`config.mk`:
```
export PLATFORM = sky130hd
export DESIGN_NAME = tga_stream_decoder
export DESIGN_NICKNAME = d
export VERILOG_FILES = /design/src/rtl/tga_pkg.sv /design/src/rtl/tga_stream_decoder.sv
export SDC_FILE = /design/constraint.sdc
export NUM_CORES = 1
export LEC_CHECK = 0
export ABC_AREA = 1
export ABC_CLOCK_PERIOD_IN_PS = 7100
export BUFFER_PORTS_ARGS = -buffer_cell sky130_fd_sc_hd__buf_2
export CAP_MARGIN = 20
export CORE_ASPECT_RATIO = 1.25
export CORE_MARGIN = 4
export CORE_UTILIZATION = 45
export DETAILED_ROUTE_END_ITERATION = 7
export SKIP_CTS_REPAIR_TIMING = 1
export SLEW_MARGIN = 20
export SYNTH_ARGS = -nofsm -noshare
export SYNTH_HDL_FRONTEND = slang
export SYNTH_SLANG_ARGS = --single-unit
```
`constraint.sdc`:
```
create_clock -name clk -period 7.1 [get_ports clk]
set_clock_uncertainty 0.1 [all_clocks]
set_input_delay 1.42 -clock clk [delete_from_list [all_inputs] [get_ports clk]]
set_output_delay 1.42 -clock clk [all_outputs]
set_load 0.01 [all_outputs]
```
`src/rtl/tga_pkg.sv`:
```
package tga_pkg;

  // Defaults for the top-level parameters
  localparam int MAX_PALETTE_DEF = 256;
  localparam int DIM_BITS_DEF    = 16;

  // One byte of the incoming file stream
  typedef struct packed {
    logic       frame_start;
    logic [7:0] data_byte;
  } byte_t;

  // One decoded result
  typedef struct packed {
    logic [1:0]  kind;
    logic [2:0]  error_code;
    logic [15:0] col;
    logic [15:0] row;
    logic [7:0]  comp0;
    logic [7:0]  comp1;
    logic [7:0]  comp2;
    logic [7:0]  comp3;
    logic        image_end;
  } res_t;

  // Result kinds
  localparam logic [1:0] KIND_PALETTE = 2'd0;
  localparam logic [1:0] KIND_PIXEL   = 2'd1;
  localparam logic [1:0] KIND_ERROR   = 2'd2;
  localparam logic [1:0] KIND_INFO    = 2'd3;

  // Error codes
  localparam logic [2:0] ERR_NONE       = 3'd0;
  localparam logic [2:0] ERR_COMPRESSED = 3'd1;
  localparam logic [2:0] ERR_BAD_TYPE   = 3'd2;
  localparam logic [2:0] ERR_BAD_FORMAT = 3'd3;
  localparam logic [2:0] ERR_PAL_LARGE  = 3'd4;

  // Format codes reported in the info result
  localparam logic [7:0] FMT_INDEXED = 8'd1;
  localparam logic [7:0] FMT_RGB     = 8'd2;
  localparam logic [7:0] FMT_RGBA    = 8'd3;
  localparam logic [7:0] FMT_GRAY    = 8'd4;

  // Image type codes (low three bits) and the RLE flag
  localparam logic [2:0] TYPE_MAPPED = 3'd1;
  localparam logic [2:0] TYPE_TRUE   = 3'd2;
  localparam logic [2:0] TYPE_GRAY   = 3'd3;
  localparam int         TYPE_RLE_BIT = 3;

  // Pixel depths
  localparam logic [7:0] DEPTH_8  = 8'd8;
  localparam logic [7:0] DEPTH_24 = 8'd24;
  localparam logic [7:0] DEPTH_32 = 8'd32;

  // Image descriptor: top-origin flag
  localparam int DESC_TOP_BIT = 5;

  // Header byte offsets
  localparam logic [4:0] HDR_ID_LEN     = 5'd0;
  localparam logic [4:0] HDR_CMAP_TYPE  = 5'd1;
  localparam logic [4:0] HDR_IMG_TYPE   = 5'd2;
  localparam logic [4:0] HDR_CMAP_LEN_L = 5'd5;
  localparam logic [4:0] HDR_CMAP_LEN_H = 5'd6;
  localparam logic [4:0] HDR_WIDTH_L    = 5'd12;
  localparam logic [4:0] HDR_WIDTH_H    = 5'd13;
  localparam logic [4:0] HDR_HEIGHT_L   = 5'd14;
  localparam logic [4:0] HDR_HEIGHT_H   = 5'd15;
  localparam logic [4:0] HDR_DEPTH      = 5'd16;
  localparam logic [4:0] HDR_DESC       = 5'd17;

  // Parser phase, one-hot
  typedef enum logic [4:0] {
    PH_HEADER  = 5'b00001,
    PH_ID      = 5'b00010,
    PH_PALETTE = 5'b00100,
    PH_PIXELS  = 5'b01000,
    PH_IDLE    = 5'b10000
  } phase_t;

endpackage

```
`src/rtl/tga_stream_decoder.sv`:
```
// Streaming decoder for uncompressed TGA files.
//
// Byte channel (byte_valid, byte_stall, byte_data): one file byte per
// transfer. frame_start on a byte restarts parsing with that byte as
// header byte 0. Result channel (res_valid, res_stall, res_data): at most
// one result per input byte: an info or error result after the 18-byte
// header, one result per 3-byte palette entry, one per pixel.
//
// Throughput: one byte per cycle while byte_stall is low. The parser state
// and the result register are updated in the cycle a byte is taken, so a
// result appears on res_valid in the cycle after the byte that completes it.
// The single result register parts the two sides: a new byte is taken
// whenever the result register is empty or is being drained in the same
// cycle; byte_stall rises only while a result is held under res_stall.
//
// Reset (rst, synchronous) returns the parser to the header phase with all
// counters cleared and drops any pending result. After an error, or after
// the final pixel, further bytes are taken and dropped until frame_start.
module tga_stream_decoder #(
  parameter int MAX_PALETTE = tga_pkg::MAX_PALETTE_DEF,
  parameter int DIM_BITS    = tga_pkg::DIM_BITS_DEF
) (
  input  logic          clk,
  input  logic          rst,
  input  logic          byte_valid,
  output logic          byte_stall,
  input  tga_pkg::byte_t byte_data,
  output logic          res_valid,
  input  logic          res_stall,
  output tga_pkg::res_t res_data
);

  // Palette index width: must hold MAX_PALETTE itself after the last entry
  localparam int PW = $clog2(MAX_PALETTE + 1);
  localparam logic [16:0] DIM_LIM = 17'((64'd1 << DIM_BITS) - 64'd1);
  localparam logic [16:0] PAL_LIM = 17'(MAX_PALETTE);

  // Parser state
  tga_pkg::phase_t       phase, phase_next;
  logic [4:0]            header_count, header_count_next;
  logic [7:0]            id_left, id_left_next;
  logic [7:0]            palette_kind, palette_kind_next;
  logic [7:0]            type_code, type_code_next;
  logic [15:0]           palette_count, palette_count_next;
  logic [PW-1:0]         palette_pos, palette_pos_next;
  logic [15:0]           width_reg, width_reg_next;
  logic [15:0]           height_reg, height_reg_next;
  logic [7:0]            depth_bits, depth_bits_next;
  logic                  top_origin, top_origin_next;
  logic [1:0]            byte_in_pixel, byte_in_pixel_next;
  logic [2:0][7:0]       pixel_bytes, pixel_bytes_next;
  logic [DIM_BITS-1:0]   col_count, col_count_next;
  logic [DIM_BITS-1:0]   rows_done, rows_done_next;

  logic                  res_valid_next;
  tga_pkg::res_t         res_new;
  logic                  res_fire;

  logic                  take;
  logic                  fs;
  logic [7:0]            b;
  tga_pkg::phase_t       ph;
  logic [4:0]            hc;

  logic                  empty_img;
  tga_pkg::phase_t       after_id;
  logic [2:0]            hdr_err;
  logic [7:0]            hdr_fmt;
  logic                  fmt_ok;
  logic [2:0]            tlow;
  logic [7:0]            id_dec;
  logic [PW-1:0]         pos_inc;
  logic                  is_true;
  logic                  is_32;
  logic                  pix_done;
  logic [DIM_BITS-1:0]   col_inc;
  logic [DIM_BITS-1:0]   rows_inc;

  // Take a byte unless a held result is stalled
  assign byte_stall = res_valid & res_stall;
  assign take       = byte_valid & ~byte_stall;

  assign fs = byte_data.frame_start;
  assign b  = byte_data.data_byte;
  // frame_start acts as a reset of the parser for this very byte
  assign ph = fs ? tga_pkg::PH_HEADER : phase;
  assign hc = fs ? 5'd0 : header_count;

  assign empty_img = (width_reg == 16'd0) || (height_reg == 16'd0);
  assign after_id  = (palette_count != 16'd0) ? tga_pkg::PH_PALETTE :
                     (!empty_img ? tga_pkg::PH_PIXELS : tga_pkg::PH_IDLE);

  // Header check, highest precedence first
  assign tlow = type_code[2:0];
  always_comb begin
    hdr_fmt = 8'd0;
    fmt_ok  = 1'b0;
    hdr_err = tga_pkg::ERR_NONE;
    case (tlow)
      tga_pkg::TYPE_MAPPED: begin
        fmt_ok  = (palette_kind == 8'd1) && (depth_bits == tga_pkg::DEPTH_8);
        hdr_fmt = tga_pkg::FMT_INDEXED;
      end
      tga_pkg::TYPE_TRUE: begin
        fmt_ok  = (palette_kind == 8'd0) &&
                  ((depth_bits == tga_pkg::DEPTH_24) || (depth_bits == tga_pkg::DEPTH_32));
        hdr_fmt = (depth_bits == tga_pkg::DEPTH_32) ? tga_pkg::FMT_RGBA : tga_pkg::FMT_RGB;
      end
      tga_pkg::TYPE_GRAY: begin
        fmt_ok  = (palette_kind == 8'd0) && (depth_bits == tga_pkg::DEPTH_8);
        hdr_fmt = tga_pkg::FMT_GRAY;
      end
      default: begin
        fmt_ok  = 1'b0;
        hdr_fmt = 8'd0;
      end
    endcase
    if (({1'b0, width_reg} > DIM_LIM) || ({1'b0, height_reg} > DIM_LIM)) begin
      fmt_ok = 1'b0;
    end
    if (type_code[tga_pkg::TYPE_RLE_BIT]) begin
      hdr_err = tga_pkg::ERR_COMPRESSED;
    end else if ((tlow != tga_pkg::TYPE_MAPPED) && (tlow != tga_pkg::TYPE_TRUE) &&
                 (tlow != tga_pkg::TYPE_GRAY)) begin
      hdr_err = tga_pkg::ERR_BAD_TYPE;
    end else if (!fmt_ok) begin
      hdr_err = tga_pkg::ERR_BAD_FORMAT;
    end else if ({1'b0, palette_count} > PAL_LIM) begin
      hdr_err = tga_pkg::ERR_PAL_LARGE;
    end
  end

  assign id_dec   = id_left - 8'd1;
  assign pos_inc  = palette_pos + PW'(1);
  assign is_true  = (tlow == tga_pkg::TYPE_TRUE);
  assign is_32    = (depth_bits == tga_pkg::DEPTH_32);
  // Last stored byte of the pixel arrives with this byte
  assign pix_done = !is_true || (is_32 ? (byte_in_pixel == 2'd3) : (byte_in_pixel == 2'd2));
  assign col_inc  = col_count + DIM_BITS'(1);
  assign rows_inc = rows_done + DIM_BITS'(1);

  always_comb begin
    phase_next         = phase;
    header_count_next  = header_count;
    id_left_next       = id_left;
    palette_kind_next  = palette_kind;
    type_code_next     = type_code;
    palette_count_next = palette_count;
    palette_pos_next   = palette_pos;
    width_reg_next     = width_reg;
    height_reg_next    = height_reg;
    depth_bits_next    = depth_bits;
    top_origin_next    = top_origin;
    byte_in_pixel_next = byte_in_pixel;
    pixel_bytes_next   = pixel_bytes;
    col_count_next     = col_count;
    rows_done_next     = rows_done;
    res_new            = '0;
    res_fire           = 1'b0;

    if (take) begin
      if (fs) begin
        // Restart: clear the counters that the later phases rely on
        phase_next         = tga_pkg::PH_HEADER;
        palette_pos_next   = '0;
        byte_in_pixel_next = 2'd0;
        pixel_bytes_next   = '0;
        col_count_next     = '0;
        rows_done_next     = '0;
      end
      case (ph)
        tga_pkg::PH_HEADER: begin
          case (hc)
            tga_pkg::HDR_ID_LEN:     id_left_next = b;
            tga_pkg::HDR_CMAP_TYPE:  palette_kind_next = b;
            tga_pkg::HDR_IMG_TYPE:   type_code_next = b;
            tga_pkg::HDR_CMAP_LEN_L: palette_count_next = {8'd0, b};
            tga_pkg::HDR_CMAP_LEN_H: palette_count_next = {b, palette_count[7:0]};
            tga_pkg::HDR_WIDTH_L:    width_reg_next = {8'd0, b};
            tga_pkg::HDR_WIDTH_H:    width_reg_next = {b, width_reg[7:0]};
            tga_pkg::HDR_HEIGHT_L:   height_reg_next = {8'd0, b};
            tga_pkg::HDR_HEIGHT_H:   height_reg_next = {b, height_reg[7:0]};
            tga_pkg::HDR_DEPTH:      depth_bits_next = b;
            tga_pkg::HDR_DESC:       top_origin_next = b[tga_pkg::DESC_TOP_BIT];
            default: ;
          endcase
          if (hc != tga_pkg::HDR_DESC) begin
            header_count_next = hc + 5'd1;
          end else begin
            res_fire = 1'b1;
            if (hdr_err != tga_pkg::ERR_NONE) begin
              phase_next         = tga_pkg::PH_IDLE;
              res_new.kind       = tga_pkg::KIND_ERROR;
              res_new.error_code = hdr_err;
            end else begin
              phase_next        = (id_left != 8'd0) ? tga_pkg::PH_ID : after_id;
              res_new.kind      = tga_pkg::KIND_INFO;
              res_new.col       = width_reg;
              res_new.row       = height_reg;
              res_new.comp0     = hdr_fmt;
              res_new.image_end = empty_img;
            end
          end
        end
        tga_pkg::PH_ID: begin
          // Drop the image ID bytes
          id_left_next = id_dec;
          if (id_dec == 8'd0) begin
            phase_next = after_id;
          end
        end
        tga_pkg::PH_PALETTE: begin
          if (byte_in_pixel != 2'd2) begin
            pixel_bytes_next[byte_in_pixel] = b;
            byte_in_pixel_next = byte_in_pixel + 2'd1;
          end else begin
            res_fire       = 1'b1;
            res_new.kind   = tga_pkg::KIND_PALETTE;
            res_new.col    = 16'(palette_pos);
            res_new.comp0  = pixel_bytes[0];
            res_new.comp1  = pixel_bytes[1];
            res_new.comp2  = b;
            byte_in_pixel_next = 2'd0;
            pixel_bytes_next   = '0;
            palette_pos_next   = pos_inc;
            if (17'(pos_inc) >= {1'b0, palette_count}) begin
              phase_next = empty_img ? tga_pkg::PH_IDLE : tga_pkg::PH_PIXELS;
            end
          end
        end
        tga_pkg::PH_PIXELS: begin
          if (!pix_done) begin
            case (byte_in_pixel)
              2'd0:    pixel_bytes_next[0] = b;
              2'd1:    pixel_bytes_next[1] = b;
              2'd2:    pixel_bytes_next[2] = b;
              default: ;
            endcase
            byte_in_pixel_next = byte_in_pixel + 2'd1;
          end else begin
            res_fire     = 1'b1;
            res_new.kind = tga_pkg::KIND_PIXEL;
            res_new.col  = 16'(col_count);
            res_new.row  = top_origin ? 16'(rows_done) :
                                        (height_reg - 16'd1 - 16'(rows_done));
            if (!is_true) begin
              res_new.comp0 = b;
            end else if (!is_32) begin
              // Stored B,G,R: swap first and third
              res_new.comp0 = b;
              res_new.comp1 = pixel_bytes[1];
              res_new.comp2 = pixel_bytes[0];
            end else begin
              res_new.comp0 = pixel_bytes[2];
              res_new.comp1 = pixel_bytes[1];
              res_new.comp2 = pixel_bytes[0];
              res_new.comp3 = b;
            end
            res_new.image_end = (16'(col_inc) == width_reg) && (16'(rows_inc) == height_reg);
            byte_in_pixel_next = 2'd0;
            pixel_bytes_next   = '0;
            col_count_next     = col_inc;
            if (16'(col_inc) >= width_reg) begin
              // Advance to the next row
              col_count_next = '0;
              rows_done_next = rows_inc;
              if (16'(rows_inc) >= height_reg) begin
                phase_next = tga_pkg::PH_IDLE;
              end
            end
          end
        end
        default: ;
      endcase
    end
  end

  // Result register: load on a new result, drop once the transfer completes
  always_comb begin
    res_valid_next = res_valid;
    if (take && res_fire) begin
      res_valid_next = 1'b1;
    end else if (res_valid && !res_stall) begin
      res_valid_next = 1'b0;
    end
  end

  always_ff @(posedge clk) begin
    if (rst) begin
      phase         <= tga_pkg::PH_HEADER;
      header_count  <= 5'd0;
      id_left       <= 8'd0;
      palette_kind  <= 8'd0;
      type_code     <= 8'd0;
      palette_count <= 16'd0;
      palette_pos   <= '0;
      width_reg     <= 16'd0;
      height_reg    <= 16'd0;
      depth_bits    <= 8'd0;
      top_origin    <= 1'b0;
      byte_in_pixel <= 2'd0;
      pixel_bytes   <= '0;
      col_count     <= '0;
      rows_done     <= '0;
      res_valid     <= 1'b0;
    end else begin
      phase         <= phase_next;
      header_count  <= header_count_next;
      id_left       <= id_left_next;
      palette_kind  <= palette_kind_next;
      type_code     <= type_code_next;
      palette_count <= palette_count_next;
      palette_pos   <= palette_pos_next;
      width_reg     <= width_reg_next;
      height_reg    <= height_reg_next;
      depth_bits    <= depth_bits_next;
      top_origin    <= top_origin_next;
      byte_in_pixel <= byte_in_pixel_next;
      pixel_bytes   <= pixel_bytes_next;
      col_count     <= col_count_next;
      rows_done     <= rows_done_next;
      res_valid     <= res_valid_next;
    end
  end

  always_ff @(posedge clk) begin
    if (take && res_fire) begin
      res_data <= res_new;
    end
  end

  // Error results carry a code and nothing else
  assert property (@(posedge clk) disable iff (rst)
    res_valid && (res_data.kind == tga_pkg::KIND_ERROR) |->
      (res_data.error_code != tga_pkg::ERR_NONE) && (res_data.col == 16'd0) &&
      (res_data.row == 16'd0) && !res_data.image_end)
    else $error("error result malformed");

  // Only error results carry a code
  assert property (@(posedge clk) disable iff (rst)
    res_valid && (res_data.kind != tga_pkg::KIND_ERROR) |->
      (res_data.error_code == tga_pkg::ERR_NONE))
    else $error("error code on non-error result");

  // A pixel column stays inside the image width
  assert property (@(posedge clk) disable iff (rst)
    res_valid && (res_data.kind == tga_pkg::KIND_PIXEL) |-> (res_data.col < width_reg))
    else $error("pixel column beyond width");

  // Palette entries are three bytes, so the byte counter never passes two
  assert property (@(posedge clk) disable iff (rst)
    (phase == tga_pkg::PH_PALETTE) |-> (byte_in_pixel != 2'd3))
    else $error("palette byte counter overrun");

  // The header counter stops at the descriptor byte
  assert property (@(posedge clk) disable iff (rst)
    header_count <= tga_pkg::HDR_DESC)
    else $error("header counter overrun");

endmodule
```
Yosys cells after proc, flatten, opt, wreduce, memory -nomap -nowiden --
Index checks and enable logic that the tools add are counted.
Cells by class: $add $sub $neg 8, magnitude comparators 6, eq/ne operators 32, muxes and demuxes 81, bitwise logic cells 9, reduce and logical (&&, ||, !) cells 44
Operators by type and width (count):
- 24-bit two-way mux | 7
- 16-bit one-hot mux with 2 select lines | 5
- 16-bit two-way mux | 9
- 5-bit two-way mux | 13
- 65-bit two-way mux | 1
- 8-bit two-way mux | 7
- 16-bit one-hot mux with 3 select lines | 1
- 24-bit one-hot mux with 2 select lines | 1
- 45-bit two-way mux | 1
- 40-bit two-way mux | 1
- 9-bit two-way mux | 4
- 16-bit by 1-bit adder with 16-bit output, second input constant | 2
- 16-bit equality test | 2
- 16-bit greater-or-equal comparator | 2
- 16-bit zero test | 2
- 3-bit AND reduction | 9
- 5-bit by 4-bit equality test with 1-bit output, second input constant | 5
- 24-bit bitwise mux | 1
- 8-bit one-hot mux with 3 select lines | 1
- 5-bit one-hot mux with 4 select lines | 1
- 8-bit demux with 2-bit select | 1
- 9-bit by 16-bit greater-or-equal comparator with 1-bit output | 1
- 16-bit by 9-bit > comparator with 1-bit output, second input constant | 1
- 8-bit zero test | 2
- 48 further kinds | 100
Word-level totals: register bits after elaboration 225, input bits 13, output and inout port bits 72, word-level logic and storage cells 210

Logic depth before layout (Yosys ltp) --
Gate-level depths: netlist of the first run.
word-level depth 11, mapped depth 24, depth with buffers taken out 24

Worst setup path before layout of the first run --
OpenSTA, ideal clock, no wires.
path kind input to register, start point input port byte_data[8] in the netlist's numbering, end point register res_data[0] in the netlist's numbering, enable pin, setup time 0.542 ns, data arrival time 6.257 ns, data required time 6.458 ns, slack 0.201 ns, stages 8, path buffers 1, cells stage by stage buf_6 -> nor2_8 -> nand3_2 -> nor4_4 -> inv_2 -> nor2_4 -> inv_2 -> a31oi_1
On the way: cells in the longest elaborated chain, start to end 6, elaborated cells between the ends (all ways) 10, those cells by class 4 x eq/ne; 5 x mux; 1 x reduce/logical
RTL lines:
- start: declaration | line tga_stream_decoder.sv:27 | input tga_pkg::byte_t byte_data,
- 5-bit two-way mux | line tga_stream_decoder.sv:87 | assign hc = fs ? 5'd0 : header_count;
- 5-bit inequality test | line tga_stream_decoder.sv:187 | if (hc != tga_pkg::HDR_DESC) begin
- 1-bit two-way mux | line tga_stream_decoder.sv:187
- 1-bit one-hot mux with 3 select lines * | line tga_stream_decoder.sv:171 | case (ph)
- 1-bit two-way mux * | line tga_stream_decoder.sv:161 | if (take) begin
- 1-bit logical AND * | line tga_stream_decoder.sv:327 | if (take && res_fire) begin
- end signal: assignment | line tga_stream_decoder.sv:328 | res_data <= res_new;
- end: declaration | line tga_stream_decoder.sv:30 | output tga_pkg::res_t res_data
Mark *: on every way between the ends. The rest lies on a longest branch, timed or not. A chain may end at the register's enable or synchronous reset.

Final worst setup path of the first run --
start point input port byte_data[8] in the netlist's numbering, end point register res_data[54] in the netlist's numbering, enable pin
Same word-level chain as after synthesis.

==> results of run 1 <==
==> cell usage after synthesis, types with 7 or more instances <==
library cell and instances:
sky130_fd_sc_hd__nor2_1 102, sky130_fd_sc_hd__nand3_1 88, sky130_fd_sc_hd__a21oi_1 247, sky130_fd_sc_hd__ha_1 72, sky130_fd_sc_hd__nor2_2 7, sky130_fd_sc_hd__nand2_1 384
sky130_fd_sc_hd__xor2_1 35, sky130_fd_sc_hd__dfxtp_1 155, sky130_fd_sc_hd__inv_2 18, sky130_fd_sc_hd__edfxtp_1 70, sky130_fd_sc_hd__a221oi_1 8, sky130_fd_sc_hd__buf_1 7
sky130_fd_sc_hd__nor3_1 20, sky130_fd_sc_hd__inv_1 227, sky130_fd_sc_hd__clkbuf_1 57, sky130_fd_sc_hd__o21ai_1 8, sky130_fd_sc_hd__o21ai_0 123, sky130_fd_sc_hd__a31oi_1 43
sky130_fd_sc_hd__buf_2 19, sky130_fd_sc_hd__nand4_1 27, sky130_fd_sc_hd__o211ai_1 31
==> metal layers <==
metal	share of wire	global-route usage	vias up
met3	0.062	0.0262	83
met5	0	0	-
met2	0.49	0.416	391
li1	-	-	6214
met1	0.42	0.307	5905
met4	0.025	0.0746	0
==> how the worst max path moves through the flow <==
| stage | endpoint | cells past startpoint |
|---|---|---|
| after floorplan | res_data[0]$_SDFFCE_PN0P_ | 8 |
| final | res_data[54]$_SDFFCE_PN0P_ | 8 |
| after detailed placement | res_data[55]$_SDFFCE_PN0P_ | 8 |
| after global placement | res_data[51]$_SDFFCE_PN0P_ | 8 |
| after global routing | rows_done[12]$_SDFFE_PP0P_ | 24 |
| after CTS | res_data[55]$_SDFFCE_PN0P_ | 8 |
==> area by class of cell <==
type | count | area, um^2
fill | 2959 | 14400
inverter | 250 | 943
multi-input combinational | 1270 | 7010
timing repair buffer | 90 | 465
tap | 396 | 495
clock inverter | 16 | 210
clock buffer | 30 | 674
sequential | 225 | 5200
==> where the power goes <==
part / total [mW] / internal, mW / leakage, nW / switching, mW
combinational: 0.286 / 0.0859 / 3.80 / 0.200
clock: 1.41 / 0.859 / 0.431 / 0.551
sequential: 1.38 / 1.35 / 1.93 / 0.0297
==> stage by stage <==
step	cells	util
3_5_place_dp	2231	0.480
3_3_place_gp	2231	0.480
6_report	2277	0.510
4_1_cts	2277	0.510
2_1_floorplan	1832	-
5_1_grt	2277	0.510
==> cell families (layout without fill, tap and decap cells) <==
group | after synthesis | count (layout) | synth area share
compound gates | 489 | 489 | 0.200
xor+xnor | 41 | 41 | 0.0271
fa+ha+maj | 73 | 73 | 0.0682
buf+inv | 337 | 386 | 0.0971
flops | 225 | 225 | 0.385
simple gates | 667 | 667 | 0.222
==> worst register-to-register path, delay by kind of cell, from the launching register on <==
| family | cells | cell delay [ns] |
|---|---|---|
| AOI/OAI and AO/OA | 3 | 0.47 |
| DFF | 1 | 0.43 |
| adders and majority gates | 2 | 0.48 |
| xor gates and xnor gates | 1 | 0.23 |
| and+or+nand+nor | 15 | 2.09 |
| buffers and inverters | 3 | 0.38 |
==> results, run 1 <==
- The run finished with clean final reports.
- For this run, the post-layout net count is 1948.
- The post-route DRC violation count is 0.
- The total routed wirelength is 40.1 mm.
- For this configuration, the core starts out at a cell density of 0.459.
- The share of the clock period used by the worst path is 0.632.
- The maximum operating frequency is 223 MHz.
- The largest registers in the layout are res_data (70), pixel_bytes (24).
- Power spread over the standard cell area amounts to 205 nW/um^2.
- In this run the horizontal extent of the chip is 163 um.
- The number of antenna violations at the first check in global routing is 1.
- Setup violations remaining at the end of the flow were counted as 0.
- The worst reg2reg path endpoint is rows_done[12]$_SDFFE_PP0P_.
- The fraction of synthesis flops using an asynchronous set or reset pin is 0.
- The via count of the routed design is 12.6k.
- The fraction of layout instances using a drive strength above 1 is 0.106.
- Clock tree synthesis inserted a total of 25 buffers.
- The number of synthesized register bits is 225.
- The critical path goes through buf_2 > nor2_2 > nor4_4 > inv_2 > nor2_4 > inv_2 > a31oi_4 > buf_4.
- Leaving out fill and tap cells, the most frequent cell in the layout is sky130_fd_sc_hd__nand2_1.
- The worst voltage drop across the vdd grid is 0.139 mV.
- Counting cells, the worst reg-to-reg path comes to 24.
- For this run, the leading register cell type out of synthesis is sky130_fd_sc_hd__dfxtp_1.
- The sequential share of the synthesized area is 0.385.
- During synthesis, Yosys emitted a total of 0 warnings.
- The biggest area contributor in the post-synthesis netlist is sky130_fd_sc_hd__dfxtp_1.
- The number of design-rule violations left by the first detailed-router iteration is 856.
- The routability congestion estimate from global placement is 0.908.
- The startpoint kind of the worst setup timing path is an input pin.
- The measured slew at the worst slew-check pin is 1.09 ns.
- The critical path start-end classification is in -> reg.
- The number of iterations in the first detailed-routing pass is 6.
- The critical path starts at byte_data[8].
- Once detail routing completed, the nets flagged for antenna violations numbered 0.
- The number of enable flip-flop cells after synthesis is 70.
- Clock latency on the worst-skew pair, taken at its later pin, is 0.54 ns.
- The register clock-pin slew on the reported worst setup and hold paths is 0.06 ns.
- The type of element capturing the critical path is a register.
- The height of the die is 202 um.
- In the global route stage, overall resource usage came out at 0.238.
- The number of cells on the worst hold path is 2.
- The final standard cell area without fillers is 15000 um^2.
- For hold timing, the worst endpoint is depth_bits[1]$_SDFFE_PP0P_.
- The first global-routing pass estimated 63.4 mm of wire.
- The routed design could run at a clock period as short as 4.49 ns.
- Setup repair after global routing left no endpoint under its margin.
- The clock passes through at most 3 buffers.
- For this run, the slowest stage of the critical path takes 0.78 ns.
- The source of the worst hold timing path is depth_bits[1]$_SDFFE_PP0P_.
- The power consumption is 3.07 mW.
- In the layout the commonest cells are sky130_fd_sc_hd__nand2_1 (383), sky130_fd_sc_hd__a21oi_1 (247), sky130_fd_sc_hd__inv_1 (225).
- The count of final max-slew check failures is 0.
- The average routed wire per standard cell is 17.6 um.
- The repair_antennas step left the layout with diodes totalling 0.
- The synthesized net count is 1918.
- Measured against its own limit, the worst slew margin works out to 0.273.
- The detailed placement HPWL is 27.3 mm.
- The floorplan step defined a core boundary enclosing 29400 um^2.
- The via count normalized by instance count is 5.53.
- The top-level I/O count is 85.
- The root cell of the clock tree is sky130_fd_sc_hd__clkbuf_16.
- The count of cell types in the netlist is 55.
- The path class of the tightest hold or removal check is reg -> reg.
- The number of max-cap violations is 0.
- In the post-synthesis netlist, the biggest area contributors are sky130_fd_sc_hd__dfxtp_1 (23%), sky130_fd_sc_hd__edfxtp_1 (16%), sky130_fd_sc_hd__nand2_1 (11%), sky130_fd_sc_hd__a21oi_1 (9.1%), sky130_fd_sc_hd__ha_1 (6.7%).
- The maximum number of pins on one net before global-route repair is 94.
- Data on the critical path arrives at its endpoint at 4.55 ns.
- After routing, the total negative slack on setup checks comes to 0 ns.
- The origin of the critical flop-to-flop path is col_count[0]$_SDFFE_PP0P_.
- Counting stages on the worst path, the most repeated cell is sky130_fd_sc_hd__inv_2.
- The leakage power of the design is 6.16 nW.
- Together, buffers and inverters on the worst path number 4.
- The setup check on the worst reg-to-reg path leaves a slack of 2.87 ns.
- After technology mapping, the gate count stands at 1832.
- On the final layout, the worst hold slack is 0.354 ns.
- The area growth from synthesis to final layout is 11.1%.
- Data on the critical path is required at its endpoint by 7.16 ns.
- After detailed placement, the total cell area comes to 14100 um^2.
- The largest individual stage delay along the critical path comes from the cell sky130_fd_sc_hd__buf_4.
- TritonCTS built the clock tree.
- The peak fanout along the critical path is 66.
- The register with the most flip-flops in the layout has 70 of them.
- The die covers 32900 um^2.
- Setup slack closes at 2.61 ns.
- The synthesized area is 13500 um^2.
- The total count of hold-check failures in the final report is 0.
- The remaining global-route overflow is 0.
- The register ranked first by flip-flop count is res_data.
- Port buffering added 84 buffers.
- Broken down by cell family, the worst path's largest delay share belongs to buffers and inverters.
- The pre-CTS setup slack is 2.08 ns.
- The post-synthesis average cell area is 7.37 um^2.
- The floorplan row count is 70.
- Of the post-synthesis cell area, the dominant cell type holds 0.230.
- In this run the number of H-tree levels came out at 1.
- The tree built by TritonCTS fans out to 225 sinks.
- The number of global-route vias before repair came to 12.0k.
Power figures use the tool's default switching activity.
==> run 2, diff against run 1 <==
Settings changed: ABC_CLOCK_PERIOD_IN_PS 7100 to 4000.
Clock period 7.1 ns to 4 ns, I/O delays scaled along.
==> run 2 against run 1 <==
Against the previous run:
- clock-buffer cell count rose by 8
- clock power rose by 81%
- worst hold slack got worse by 0.00069 ns
- largest cell class unchanged
- largest power group unchanged
==> results, run 2 (synthesized netlist as in run 1, its figures left out) <==
- The type of element capturing the critical path is a register.
- The via count of the routed design is 12.7k.
- The setup check on the worst reg-to-reg path leaves a slack of 0.38 ns.
- The count of final setup violators is 0.
- Before antenna repair, the detailed router went through 5 iterations.
- The height of the die is 202 um.
- The flow ran to the end, and the final reports show no timing, DRC or antenna violations.
- Data on the critical path arrives at its endpoint at 3.95 ns.
- The die extent in x is 163 um.
- Summed over all layers, the routed wires come to 40.4 mm.
- The detail route stage leaves a number of antenna-violating nets equal to 0.
- The sequential cell area is 5210 um^2.
- Summed over all nets, the half-perimeter wirelength after detailed placement is 28.0 mm.
- The die covers 32900 um^2.
- Data on the critical path is required at its endpoint by 4.33 ns.
- The cell count of the worst reg-to-reg path is 22.
- At the later pin of the worst-skew pair, clock insertion delay measures 0.54 ns.
- The number of CTS-inserted buffers is 26.
- Leaving out fill and tap cells, the most frequent cell in the layout is sky130_fd_sc_hd__nand2_1.
- In this run the power density over the cells is 362 nW/um^2.
- The H-tree depth reported by CTS is 1.
- The peak fanout along the critical path is 16.
- Row generation in the floorplan step produced 70 rows.
- For this run, global-route usage on met1 was measured as 0.312.
- The count of final max-slew check failures is 0.
- The register with the most flip-flops in the layout has 70 of them.
- The via count normalized by instance count is 5.52.
- The register with the most flip-flops in the final layout is res_data.
- The routability congestion estimate from global placement is 0.942.
- In the global route stage, met2 resource usage came out at 0.429.
- The final standard cell area without fillers is 15200 um^2.
- The origin of the critical flop-to-flop path is col_count[1]$_SDFFE_PP0P_.
- Once placement completed, the tool counted placed cells totaling 2250.
- At the pin with the least slew margin, the transition time is 0.975 ns.
- The maximum operating frequency is 276 MHz.
- The number of global-route vias before repair is 12.2k.
- The worst hold path terminates at depth_bits[1]$_SDFFE_PP0P_.
- The first routing iteration left 982 violations.
- The count of non-filler cells in the finished layout is 2299.
- Measured on the finished design, the core utilization comes to 0.518.
- The placed instances occupy a cell area of 14300 um^2.
- The total count of hold-check failures in the final report is 0.
- The clock sink count is 225.
- For this run, design rule violations remaining after detail routing come to 0.
- Subtracting the final worst setup slack from the clock period gives 3.62 ns.
- The number of antenna violations at the first check in global routing came to 1.
- Entering global routing, the biggest net connects 94 pins.
- After detailed routing, the average wire length per cell comes to 17.6 um.
- From synthesis to final layout, the design area changed by 12.8%.
- STA classifies the critical path startpoint as a register.
- The worst voltage drop across the vdd grid is 0.230 mV.
- The top-level I/O count is 85.
- The top cell types in the final layout, fill and taps aside, are sky130_fd_sc_hd__nand2_1 (383), sky130_fd_sc_hd__a21oi_1 (247), sky130_fd_sc_hd__inv_1 (225).
- The source of the worst hold timing path is depth_bits[1]$_SDFFE_PP0P_.
- After clock tree synthesis, the clock-pin slew on the worst setup and hold paths is 0.06 ns.
- The cell sitting at the root of the clock tree is a sky130_fd_sc_hd__clkbuf_16.
- The share of the clock period used by the worst path is 0.906.
- The first-pass GRT wire length is 65.1 mm.
- During placement, the flow inserted port buffers numbering 84.
- The fraction of layout instances using a drive strength above 1 is 0.118.
- The overall track demand over capacity in global routing is 0.244.
- The most congested layer reported by global routing is met2.
- The number of max-cap violations is 0.
- The maximum number of buffers from clock root to sink is 3.
- In this run the worst hold path is classified as reg -> reg.
- The worst relative slew slack is 0.350.
- After layout, the design draws a total of 5.51 mW.
- The total number of nets in the final design is 1969.
- In the global route stage, met3 resource usage came out at 0.0277.
- Summing all multi-input logic gate instances after layout gives 7020 um^2.
- For this configuration, the core starts out at a cell density of 0.459.
- Fill cells in the final layout number 2903.
- The largest registers in the layout are res_data (70), pixel_bytes (24).
- The setup path with the least slack is of type reg -> reg.
- The floorplan step defined a core boundary enclosing 29400 um^2.
- The diode insertion count for antenna repair is 0.
- The total overflow left after global routing is 0.
- TritonCTS built the clock tree.
- The worst reg2reg path endpoint is col_count[7]$_SDFFE_PP0P_.
- The leakage power of the design is 6.30 nW.
- The worst hold path was traced through 2 stages.
==> run 2: worst max-delay path by stage <==
| stage | startpoint | end | slack, ns | depth (start not counted) |
|---|---|---|---|---|
| after floorplan | byte_data[8] | res_data[0]$_SDFFCE_PN0P_ | 0.34 | 9 |
| after detailed placement | col_count[0]$_SDFFE_PP0P_ | col_count[7]$_SDFFE_PP0P_ | 0.25 | 21 |
| after global routing | col_count[1]$_SDFFE_PP0P_ | col_count[7]$_SDFFE_PP0P_ | -0.007 | 22 |
| after global placement | col_count[0]$_SDFFE_PP0P_ | col_count[10]$_SDFFE_PP0P_ | 0.42 | 21 |
| after CTS | col_count[0]$_SDFFE_PP0P_ | col_count[7]$_SDFFE_PP0P_ | 0.25 | 21 |
| final | col_count[1]$_SDFFE_PP0P_ | col_count[7]$_SDFFE_PP0P_ | 0.38 | 22 |
==> run 2: power by group <==
part           switching [mW]  internal, mW  leakage (nW)  total (mW)
sequential             0.0532          2.39          1.93        2.45
clock                   0.969          1.58         0.452        2.55
combinational           0.357         0.160          3.92       0.518
==> run 2: critical path: stages, from the launching register on <==
cell and delay [ns]:
sky130_fd_sc_hd__dfxtp_1 0.40, sky130_fd_sc_hd__ha_1 0.21, sky130_fd_sc_hd__nand3_1 0.12, sky130_fd_sc_hd__nor2_1 0.16
sky130_fd_sc_hd__nand4_1 0.16, sky130_fd_sc_hd__nor3_2 0.19, sky130_fd_sc_hd__nand3_1 0.13, sky130_fd_sc_hd__nor2_1 0.13
sky130_fd_sc_hd__xor2_1 0.25, sky130_fd_sc_hd__ha_1 0.29, sky130_fd_sc_hd__nand2_1 0.08, sky130_fd_sc_hd__nor2_1 0.06
sky130_fd_sc_hd__nand2_1 0.08, sky130_fd_sc_hd__nor2_1 0.05, sky130_fd_sc_hd__inv_1 0.08, sky130_fd_sc_hd__nand2_1 0.06
sky130_fd_sc_hd__nor2_1 0.10, sky130_fd_sc_hd__nand2_1 0.12, sky130_fd_sc_hd__buf_4 0.17, sky130_fd_sc_hd__nor2_4 0.09
sky130_fd_sc_hd__buf_12 0.15, sky130_fd_sc_hd__nand2_1 0.05, sky130_fd_sc_hd__a221oi_1 0.28
==> run 2: metal layers <==
layer | vias up | wire, um
met5 | - | 8
met4 | 2 | 1030
met3 | 75 | 2090
met2 | 389 | 20100
met1 | 5941 | 17100
li1 | 6277 | -
==> run 2: cell type report <==
cell class	count	share of cell area
inverters	250	0.0619
repair buffers	110	0.0429
flip-flops and latches	225	0.342
clock buffers	38	0.0503
clock inverters	10	0.0100
multi-input cells	1270	0.461
well taps	396	0.0325
==> run 2: per-stage QoR <==
| stage | hold slack [ns] | TNS [ns] | setup slack, ns |
|---|---|---|---|
| after floorplan | 0.329 | 0 | 0.340 |
| after global placement | 0.339 | 0 | 0.422 |
| after detailed placement | 0.347 | 0 | 0.253 |
| after CTS | 0.356 | 0 | 0.250 |
| after global routing | 0.379 | -0.00695 | -0.00695 |
| final | 0.353 | 0 | 0.378 |
